`src/hdl/rtc_pkg.sv`:
```
// Package for the RGB565 tone correction block: widths, constants, register indexes.
package rtc_pkg;

  localparam int unsigned RTC_PIX_W  = 16;
  localparam int unsigned RTC_RB_W   = 5;
  localparam int unsigned RTC_G_W    = 6;
  localparam int unsigned RTC_GAIN_W = 7;
  localparam int unsigned RTC_SAT_W  = 8;
  localparam int unsigned RTC_CFG_W  = 8;
  localparam int unsigned RTC_IDX_W  = 2;
  localparam int unsigned RTC_LAT    = 7;

  localparam int unsigned GAIN_MAX = 100;
  localparam int unsigned SAT_MAX  = 200;
  localparam int unsigned UNITY    = 100;

  localparam int unsigned LUMA_R = 77;
  localparam int unsigned LUMA_G = 151;
  localparam int unsigned LUMA_B = 28;

  // reciprocal multipliers, exact over the ranges they see
  localparam int unsigned DIV31_MUL  = 8457;
  localparam int unsigned DIV31_SH   = 18;
  localparam int unsigned DIV63_MUL  = 16645;
  localparam int unsigned DIV63_SH   = 20;
  localparam int unsigned DIV100_MUL = 83887;
  localparam int unsigned DIV100_SH  = 23;
  localparam int unsigned DIV255_MUL = 16449;
  localparam int unsigned DIV255_SH  = 22;

  typedef enum logic [RTC_IDX_W-1:0] {
    REG_GAIN_RED   = 2'd0,
    REG_GAIN_GREEN = 2'd1,
    REG_GAIN_BLUE  = 2'd2,
    REG_SATURATION = 2'd3
  } rtc_reg_e;

endpackage

```
`src/hdl/rtc_chan.sv`:
```
// One colour channel: saturation blend, gain and requantise, five register stages.
module rtc_chan #(
  parameter int unsigned OutW = rtc_pkg::RTC_RB_W
) (
  input  logic                              clk_i,
  input  logic [7:0]                        c_i,
  input  logic [7:0]                        lum_i,
  input  logic [rtc_pkg::RTC_SAT_W-1:0]     sat_i,
  input  logic [rtc_pkg::RTC_GAIN_W-1:0]    gain_i,
  output logic [OutW-1:0]                   q_o
);
  import rtc_pkg::*;

  localparam int unsigned RxW = OutW + 8;
  localparam int unsigned RwW = RxW + 15;

  logic signed [8:0]  diff;
  logic [7:0]         mag;
  logic [15:0]        prod_q;
  logic               neg_q;
  logic [7:0]         lum_q;
  logic [32:0]        qw;
  logic [8:0]         qv;
  logic signed [10:0] bl;
  logic [7:0]         blend_d;
  logic [7:0]         blend_q;
  logic [14:0]        gp_q;
  logic [31:0]        gw;
  logic [7:0]         sc_q;
  logic [RxW-1:0]     rx;
  logic [RwW-1:0]     rw;
  logic [OutW-1:0]    q_q;

  assign diff = $signed({1'b0, c_i}) - $signed({1'b0, lum_i});
  assign mag  = diff[8] ? 8'(-diff) : diff[7:0];

  // |c - lum| * sat, divided by 100 on magnitude so it truncates toward zero
  assign qw = 33'(prod_q) * 33'(DIV100_MUL);
  assign qv = qw[DIV100_SH+8:DIV100_SH];
  assign bl = neg_q ? ($signed({3'b000, lum_q}) - $signed({2'b00, qv}))
                    : ($signed({3'b000, lum_q}) + $signed({2'b00, qv}));

  always_comb begin
    if (bl < 0) begin
      blend_d = 8'd0;
    end else if (bl > 11'sd255) begin
      blend_d = 8'd255;
    end else begin
      blend_d = bl[7:0];
    end
  end

  assign gw = 32'(gp_q) * 32'(DIV100_MUL);
  assign rx = {sc_q, {OutW{1'b0}}} - RxW'(sc_q);
  assign rw = RwW'(rx) * RwW'(DIV255_MUL);

  always_ff @(posedge clk_i) begin
    prod_q  <= 16'(mag) * 16'(sat_i);
    neg_q   <= diff[8];
    lum_q   <= lum_i;
    blend_q <= blend_d;
    gp_q    <= 15'(blend_q) * 15'(gain_i);
    sc_q    <= gw[DIV100_SH+7:DIV100_SH];
    q_q     <= rw[DIV255_SH+OutW-1:DIV255_SH];
  end

  assign q_o = q_q;

endmodule

```
`src/hdl/rgb565_tone_correction.sv`:
```
// Top level of the RGB565 tone correction block: config registers, expand, luma, channels.
//
//  channel   ports                                  handshake
//  pixel in  start_i, busy_o, pixel_in_i            beat when start_i && !busy_o
//  pixel out done_o, pixel_out_o                    one-cycle strobe, no back-pressure
//  config    cfg_we_i, cfg_idx_i, cfg_wdata_i       write when cfg_we_i
//
// One beat per cycle; the registered stages are expand, luma, then five
// stages per channel (blend multiply, divide and clamp, gain multiply,
// divide, requantise). busy_o is always low; results cannot be stalled.
// Reset returns all gains and saturation to 100 and clears the valid line.
module rgb565_tone_correction (
  input  logic                              clk_i,
  input  logic                              rst_ni,
  input  logic                              start_i,
  output logic                              busy_o,
  input  logic [rtc_pkg::RTC_PIX_W-1:0]     pixel_in_i,
  output logic                              done_o,
  output logic [rtc_pkg::RTC_PIX_W-1:0]     pixel_out_o,
  input  logic                              cfg_we_i,
  input  logic [rtc_pkg::RTC_IDX_W-1:0]     cfg_idx_i,
  input  logic [rtc_pkg::RTC_CFG_W-1:0]     cfg_wdata_i
);
  import rtc_pkg::*;

  logic [RTC_GAIN_W-1:0] gain_red_q, gain_green_q, gain_blue_q;
  logic [RTC_SAT_W-1:0]  sat_q;
  logic [RTC_GAIN_W-1:0] gain_wr;
  logic [RTC_SAT_W-1:0]  sat_wr;
  logic                  bypass;

  logic [RTC_LAT-1:0]    valid_q;
  logic [RTC_PIX_W-1:0]  pix_q [RTC_LAT];

  logic [RTC_RB_W-1:0]   r5, b5;
  logic [RTC_G_W-1:0]    g6;
  logic [12:0]           rx, bx;
  logic [13:0]           gx;
  logic [26:0]           rw, bw;
  logic [28:0]           gw;
  logic [7:0]            r1_q, g1_q, b1_q;
  logic [7:0]            r2_q, g2_q, b2_q;
  logic [15:0]           luma;
  logic [7:0]            lum_q;
  logic [RTC_RB_W-1:0]   r_o, b_o;
  logic [RTC_G_W-1:0]    g_o;

  // config
  assign gain_wr = (cfg_wdata_i[RTC_GAIN_W-1:0] > RTC_GAIN_W'(GAIN_MAX)) ?
                   RTC_GAIN_W'(GAIN_MAX) : cfg_wdata_i[RTC_GAIN_W-1:0];
  assign sat_wr  = (cfg_wdata_i[RTC_SAT_W-1:0] > RTC_SAT_W'(SAT_MAX)) ?
                   RTC_SAT_W'(SAT_MAX) : cfg_wdata_i[RTC_SAT_W-1:0];

  always_ff @(posedge clk_i or negedge rst_ni) begin
    if (!rst_ni) begin
      gain_red_q   <= RTC_GAIN_W'(UNITY);
      gain_green_q <= RTC_GAIN_W'(UNITY);
      gain_blue_q  <= RTC_GAIN_W'(UNITY);
      sat_q        <= RTC_SAT_W'(UNITY);
    end else if (cfg_we_i) begin
      unique case (rtc_reg_e'(cfg_idx_i))
        REG_GAIN_RED:   gain_red_q   <= gain_wr;
        REG_GAIN_GREEN: gain_green_q <= gain_wr;
        REG_GAIN_BLUE:  gain_blue_q  <= gain_wr;
        REG_SATURATION: sat_q        <= sat_wr;
      endcase
    end
  end

  assign bypass = (gain_red_q == RTC_GAIN_W'(UNITY)) && (gain_green_q == RTC_GAIN_W'(UNITY)) &&
                  (gain_blue_q == RTC_GAIN_W'(UNITY)) && (sat_q == RTC_SAT_W'(UNITY));

  // valid line
  always_ff @(posedge clk_i or negedge rst_ni) begin
    if (!rst_ni) begin
      valid_q <= '0;
    end else begin
      valid_q <= {valid_q[RTC_LAT-2:0], start_i};
    end
  end

  always_ff @(posedge clk_i) begin
    pix_q[0] <= pixel_in_i;
    for (int i = 1; i < RTC_LAT; i++) begin
      pix_q[i] <= pix_q[i-1];
    end
  end

  // expand to 8 bits: c*255/31, c*255/63
  assign r5 = pixel_in_i[15:11];
  assign g6 = pixel_in_i[10:5];
  assign b5 = pixel_in_i[4:0];
  assign rx = {r5, 8'd0} - 13'(r5);
  assign gx = {g6, 8'd0} - 14'(g6);
  assign bx = {b5, 8'd0} - 13'(b5);
  assign rw = 27'(rx) * 27'(DIV31_MUL);
  assign gw = 29'(gx) * 29'(DIV63_MUL);
  assign bw = 27'(bx) * 27'(DIV31_MUL);

  assign luma = 16'(r1_q) * 16'(LUMA_R) + 16'(g1_q) * 16'(LUMA_G) +
                16'(b1_q) * 16'(LUMA_B);

  always_ff @(posedge clk_i) begin
    r1_q  <= rw[DIV31_SH+7:DIV31_SH];
    g1_q  <= gw[DIV63_SH+7:DIV63_SH];
    b1_q  <= bw[DIV31_SH+7:DIV31_SH];
    r2_q  <= r1_q;
    g2_q  <= g1_q;
    b2_q  <= b1_q;
    lum_q <= luma[15:8];
  end

  rtc_chan #(.OutW(RTC_RB_W)) u_chan_r (
    .clk_i  (clk_i),
    .c_i    (r2_q),
    .lum_i  (lum_q),
    .sat_i  (sat_q),
    .gain_i (gain_red_q),
    .q_o    (r_o)
  );

  rtc_chan #(.OutW(RTC_G_W)) u_chan_g (
    .clk_i  (clk_i),
    .c_i    (g2_q),
    .lum_i  (lum_q),
    .sat_i  (sat_q),
    .gain_i (gain_green_q),
    .q_o    (g_o)
  );

  rtc_chan #(.OutW(RTC_RB_W)) u_chan_b (
    .clk_i  (clk_i),
    .c_i    (b2_q),
    .lum_i  (lum_q),
    .sat_i  (sat_q),
    .gain_i (gain_blue_q),
    .q_o    (b_o)
  );

  assign busy_o      = 1'b0;
  assign done_o      = valid_q[RTC_LAT-1];
  assign pixel_out_o = bypass ? pix_q[RTC_LAT-1] : {r_o, g_o, b_o};

  a_done_follows_start: assert property (@(posedge clk_i) disable iff (!rst_ni)
    done_o |-> $past(start_i, RTC_LAT))
    else $error("result beat without a matching input beat");

  a_bypass_exact: assert property (@(posedge clk_i) disable iff (!rst_ni)
    (done_o && bypass) |-> (pixel_out_o == $past(pixel_in_i, RTC_LAT)))
    else $error("bypass pixel altered");

  a_zero_red_gain: assert property (@(posedge clk_i) disable iff (!rst_ni)
    (done_o && (gain_red_q == '0)) |-> (pixel_out_o[15:11] == '0))
    else $error("red not blanked at zero gain");

  a_sat_clip: assert property (@(posedge clk_i) disable iff (!rst_ni)
    (cfg_we_i && (cfg_idx_i == REG_SATURATION)) |=> (sat_q <= RTC_SAT_W'(SAT_MAX)))
    else $error("saturation stored above its limit");

endmodule
```
`config.mk`:
```
export PLATFORM = sky130hd
export DESIGN_NAME = rgb565_tone_correction
export DESIGN_NICKNAME = d
export VERILOG_FILES = /design/src/hdl/rtc_pkg.sv /design/src/hdl/rtc_chan.sv /design/src/hdl/rgb565_tone_correction.sv
export SDC_FILE = /design/constraint.sdc
export NUM_CORES = 2
export LEC_CHECK = 0
export ABC_AREA = 1
export BUFFER_PORTS_ARGS = -buffer_cell sky130_fd_sc_hd__clkbuf_2
export CORE_MARGIN = 2
export CORE_UTILIZATION = 42
export CTS_CLUSTER_SIZE = 24
export DETAILED_ROUTE_END_ITERATION = 10
export HOLD_SLACK_MARGIN = 0.12
export PLACE_DENSITY = 0.61
export REMOVE_ABC_BUFFERS = 1
export SYNTH_ARGS = -nofsm -noshare
export SYNTH_HDL_FRONTEND = slang
export SYNTH_SLANG_ARGS = --single-unit
```
`constraint.sdc`:
```
create_clock -name clk_i -period 6 [get_ports clk_i]
set_clock_uncertainty 0.1 [all_clocks]
set_input_delay 1.5 -clock clk_i [delete_from_list [all_inputs] [get_ports clk_i]]
set_output_delay 1.5 -clock clk_i [all_outputs]
set_load 0.02 [all_outputs]
```
# Word level (Yosys, flattened, before mapping)
# Memories as Yosys holds them, arrays and structs flattened.
# Cells that the tools add are included.
# word_totals
memories	1
inputBits	30
reg_bits	260
mem_bits_rw	112
# mem_list
name	words	width	rd	rd_clocked_by_memory_dff	write_ports	line_no	rtl
pix_q	7	16	7	0	7	rgb565_tone_correction.sv:33	logic [RTC_PIX_W-1:0] pix_q [RTC_LAT];
# classes
add_sub_neg	20
mul	21
eq_ne	7
n_reduce_logical	8
n_mux	12
magnitude_cmp	8
# op_table
cell	count
$mul A16 B17 Y32 const B	3
$mul A15 B17 Y31 const B	3
$mul A14 B15 Y28 const B	2
$mux W8	7
$mul A13 B15 Y27 const B	2
$mul A13 B14 Y26 const B	2
$mul A8 B8 Y16	3
$mul A8 B7 Y15	3
$gt A11 B9 Y1 const B	3
$lt A11 B1 Y1 const B	3
$mux W11	3
$add A8 B9 Y10	3
$sub A8 B9 Y10	3
$sub A8 B8 Y9	3
$sub A13 B5 Y13	2
$sub A13 B8 Y13	2
$neg A8 Y8	3
$eq A7 B7 Y1 const B	3
$add A15 B16 Y16	1
$add A16 B13 Y16	1
$mul A8 B8 Y16 const B	1
$mux W16	1
$mul A8 B7 Y15 const B	1
$sub A14 B6 Y14	1
11 further kinds	17

# Depth between registers and ports, before layout
# depth
ltp_word	5
depth_mapped	39
mapped_depth_nobuf	39

# Hierarchy
# From an unflattened synthesis, not the netlist that was laid out.
# hier_totals
hier_cells	8056
area_unflattened_um2	67158.2
# modules_own_cells
module	area_each_um2	cells_each	instances	seq_area_each_um2
rtc_chan (u_chan_g)	18033.5	2217	1	1241.2
rtc_chan (u_chan_r)	17526.8	2125	1	1221.2
rtc_chan (u_chan_b)	17372.9	2064	1	1221.2
rgb565_tone_correction	14224.9	1650	1	4279.1

# Worst setup path after synthesis
# No wires, ideal clock.
# synth_path
kind	register to register
from	register u_chan_r.prod_q[14]
to	register u_chan_r.blend_q[3]
setup_ps	126
path_slack_ps	-461
arrival_time_ps	6236
stages_incl_launch_ff	30
path_cell_list	dfxtp_1 -> fa_1 -> inv_1 -> fa_1 -> inv_1 -> fa_1 -> fa_1 -> fa_1 -> inv_1 -> fa_1 -> inv_1 -> ha_1 -> a21oi_1 -> o21a_1 -> nor2_1 -> nor3_1 -> nand2_1 -> xor2_1 -> inv_1 -> fa_1 -> o21ai_0 -> nand2_1 -> o2111ai_1 -> nand2_1 -> inv_1 -> nand2_1 -> nand2_1 -> nand2_1 -> nand2_1 -> nand3_1
# synth_via
elab_chain_len	5
elab_cells_between_ends	7
cone_classes	2 x add/sub; 1 x mul; 2 x order compare; 2 x mux
# synth_lines
element	line_no	rtl
start: declaration	rtc_chan.sv:19	logic [15:0] prod_q;
start signal: assignment	rtc_chan.sv:58	prod_q <= 16'(mag) * 16'(sat_i);
$mul A16 B17 Y32 *	rtc_chan.sv:38	assign qw = 33'(prod_q) * 33'(DIV100_MUL);
$add A8 B9 Y10 or $sub A8 B9 Y10 (tied branches)	rtc_chan.sv:41, rtc_chan.sv:40	
$mux W11 *	rtc_chan.sv:40	assign bl = neg_q ? ($signed({3'b000, lum_q}) - $signed({2'b00, qv}))
$gt A11 B9 Y1	rtc_chan.sv:46	end else if (bl > 11'sd255) begin
$mux W8	rtc_chan.sv:46	
end signal: assignment	rtc_chan.sv:61	blend_q <= blend_d;
end: declaration	rtc_chan.sv:26	logic [7:0] blend_q;
# Every way passes the cells marked *; elsewhere a longest branch is shown, timed or not.
# A chain may end at the register's enable or synchronous reset.

# Final worst setup path
# layout_path
from	register u_chan_b.prod_q[10]
to	register u_chan_b.blend_q[7]
# layout_via
elab_chain_len	5
elab_cells_between_ends	7
cone_classes	2 x add/sub; 1 x mul; 2 x order compare; 2 x mux
# layout_lines
element	line_no
start: declaration	rtc_chan.sv:19
start signal: assignment	rtc_chan.sv:58
$mul A16 B17 Y32 *	rtc_chan.sv:38
$add A8 B9 Y10 or $sub A8 B9 Y10 (tied branches)	rtc_chan.sv:41, rtc_chan.sv:40
$mux W11 *	rtc_chan.sv:40
$gt A11 B9 Y1	rtc_chan.sv:46
$mux W8	rtc_chan.sv:46
end signal: assignment	rtc_chan.sv:61
end: declaration	rtc_chan.sv:26
# Marked as above.

==> impl_metrics.csv <==
group,metric,value,unit
yosys,synth_most_common_cell,"inv_1",
global_route,antenna_found_initial,5,
clock_network,clockBufferDepth,3,
yosys,synth_largest_area_cell,"ha_1",
yosys,netlist_top_cells_area,"ha_1 28%, fa_1 26%, dfxtp_1 10%",
yosys,yosys_register_bits,372,
yosys,synth-main-ff-cell,"dfxtp_1",
timing,setup_viol,24,
timing,slew_violations,0,
setup_path,critPathKind,"reg2reg",
layout,nets,10400,
yosys,ys_types,74,
yosys,postSynthAreaPerCell,8.69,µm²
layout,fin_area,0.0761,mm²
yosys,synth_area,0.0648,mm²
clock_network,cts_buffers,49,
yosys,synth_warnings,0,
setup_path,crit_required,6.50,ns
timing,fmax,0.152,GHz
setup_path,critPathTopFamily,"adder cells",
setup_path,cpPeakStageDelay,0.59,ns
yosys,syn_inst,7461,
die,fp.dieW,397,µm
die,start_util,42.2,%
global_route,grt_pass1_wl,260000,µm
layout,syn2layout_area_growth,17.4,%
placement,gp_congestion,0.918,
clock_network,htree_levels,2,
outcome,status,"complete, but fails checks",
clock_network,cts_hold_buf,0,
die,die_area,0.157,mm²
timing,rsz0062_at_grt,"true",
yosys,synth-edff-count,0,
clock_network,tritoncts,"built",
setup_path,cp-startpoint,"u_chan_b.prod_q[10]$_DFF_P_",
worst_hold_path,hp-start,"pix_q[3][6]$_DFF_P_",
drt,viasPerCell,4.91,
drt,drt_wl_total,157000,µm
run,max_cap_viol_count,0,
timing,worst_pin_slew,1.09,ns
timing,finalHoldViolCount,0,
die,die_h,397,µm
setup_path,crit_path_start_kind,"flop",
placement,dpl.cell_count,10100,
die,core_area,0.154,mm²
global_route,grt_overflow_total,0,
yosys,synth_top_family_by_area,"adder cells",
setup_path,cpMaxStageDelayCell,"fa_2",
yosys,synth_compound_area_share,7.41,%
drt,remaining_drc_errors,0,
clock_network,cts.sink_count,372,
timing,fin_ws,-0.578,ns
yosys,synthAdderAreaFrac,54.0,%
setup_path,path_buf_inv,7,
die,num_rows,144,
placement,dp_hpwl,136000,µm
outcome,violations,"setup timing",
global_route,grt_pass1_vias,52800,
placement,pre_cts_slack,-0.952,ns
drt,ant_nets,0,
timing,finalCritPeriodShare,110,%
clock_network,ctsRootBufferMaster,"clkbuf_16",
drt,dr.pass1.iters,5,
yosys,synth_mux_area_share,0.336,%
global_route,grt_usage,20.1,%
placement,io_buffers,46,
yosys,yosysTopAreaCellShare,28.0,%
yosys,synth_simple_gate_area_share,12.1,%
timing,min_period,6.58,ns
layout,drive_gt1_share,16.4,%
clock_network,clock_latency,0.66,ns
die,io_pins,48,
drt,routedWlPerCell,15.4,µm
clock_network,clkTransAtPathRegs,0.06,ns
layout,num-fill-cells,14400,
global_route,grt_max_degree,37,
yosys,synth_common_cells,"1,770 x inv_1, 1,448 x ha_1, 1,040 x nand2_1, 843 x fa_1, 423 x a21oi_1",
yosys,synth-xor-area-share,3.52,%
timing,hold_slack,0.219,ns
setup_path,cp_max_fo,4,
placement,place_area,0.0716,mm²
layout,instances_no_fill,10200,
drt,vias,50100,
setup_path,endpoint_kind,"flop",
yosys,ys_async_sr_fraction,9.68,%
setup_path,crit_arrival,7.08,ns
drt,drtIter0Drc,2233,
worst_hold_path,hp-class,"reg2reg",
setup_path,regToRegStartpoint,"u_chan_b.prod_q[10]$_DFF_P_",
yosys,ys_seq_area_share,11.8,%
timing,relSlewSlack,27.4,%
## per-layer routing
metal / part of all wire, % / up-vias / global-route usage (%)
met5: 0.017 / - / 0
met4: 2.4 / 4 / 4.83
met3: 3.2 / 190 / 1.80
met2: 49 / 726 / 35.4
met1: 46 / 24200 / 26.5
li1: - / 24900 / -
## metrics by stage
stage	setup TNS, ns	util [%]
final	-11.86	49.5
after global routing	-18.36	49.5
after CTS	-12.00	48.6
after detailed placement	-20.82	46.6
after global placement	-18.45	46.6
after floorplan	-9.79	-
## registers in the layout, summed over array words and instances, names as in the netlist, 8 cells and up
name,flops
g1_q,8
b1_q,8
pix_q,112
u_chan_r.gp_q,15
b2_q,8
u_chan_b.gp_q,15
r2_q,8
u_chan_b.sc_q,8
u_chan_g.prod_q,16
u_chan_g.gp_q,15
g2_q,8
r1_q,8
u_chan_r.blend_q,8
u_chan_b.lum_q,8
sat_q,8
u_chan_r.sc_q,8
u_chan_b.blend_q,8
lum_q,8
u_chan_g.sc_q,8
u_chan_b.prod_q,16
u_chan_r.prod_q,16
u_chan_g.blend_q,8
## cell usage in the layout (no fill, tap or decap), types with 66 or more instances in the layout
master	n
buf_4	602
fa_1	808
nand2_1	985
dfxtp_1	305
a21oi_1	369
inv_2	66
o21ai_0	167
ha_1	1369
nor2_1	336
inv_1	1724
xor2_1	154
ha_4	69
nand3_1	163
## path summary, 6_finish.rpt
| path | endpoint | slack (ns) | cells after the start |
|---|---|---|---|
| worst max register to register | u_chan_b.blend_q[7]$_SDFF_PP0_ | -0.58 | 29 |
| worst min-delay path | pix_q[4][6]$_DFF_P_ | 0.22 | 0 |
| worst min register to register | pix_q[4][6]$_DFF_P_ | 0.22 | 0 |
| max in group asynchronous | sat_q[0]$_DFFE_PN0P_ | 4.17 | 1 |
| min in group asynchronous | gain_blue_q[1]$_DFFE_PN0P_ | 0.93 | 1 |
| worst max-delay path | u_chan_b.blend_q[7]$_SDFF_PP0_ | -0.58 | 29 |
## timing repair
item	4_1_cts	5_1_grt
gates resized for setup	296	261
setup endpoints to repair	24	42
setup buffers	24	27
pin swaps	173	218
## area by class of cell
class / instances / area (µm²) / share of cell area, %
multi-input combinational: 5236 / 52500 / 69.0
inverter: 1796 / 6740 / 8.87
clock buffer: 56 / 1310 / 1.72
sequential: 372 / 7690 / 10.1
clock inverter: 32 / 348 / 0.457
tap: 2044 / 2560 / 3.36
timing repair buffer: 663 / 4920 / 6.47
antenna: 1 / 2.50 / 0.00329
## cell families (layout without fill, tap and decap cells)
kind of cell               count (synthesis)  in the layout
muxes                                     16             16
DFF                                      372            372
adders and majority gates               2291           2291
xor gates and xnor gates                 245            245
buffers and inverters                   1853           2547
AOI/OAI and AO/OA                        843            843
other                                      1              2
and+or+nand+nor                         1840           1840
Power is left out: the tool's default activity adds up to more than one toggle a clock period on the data nets, which glitch-free logic cannot reach.
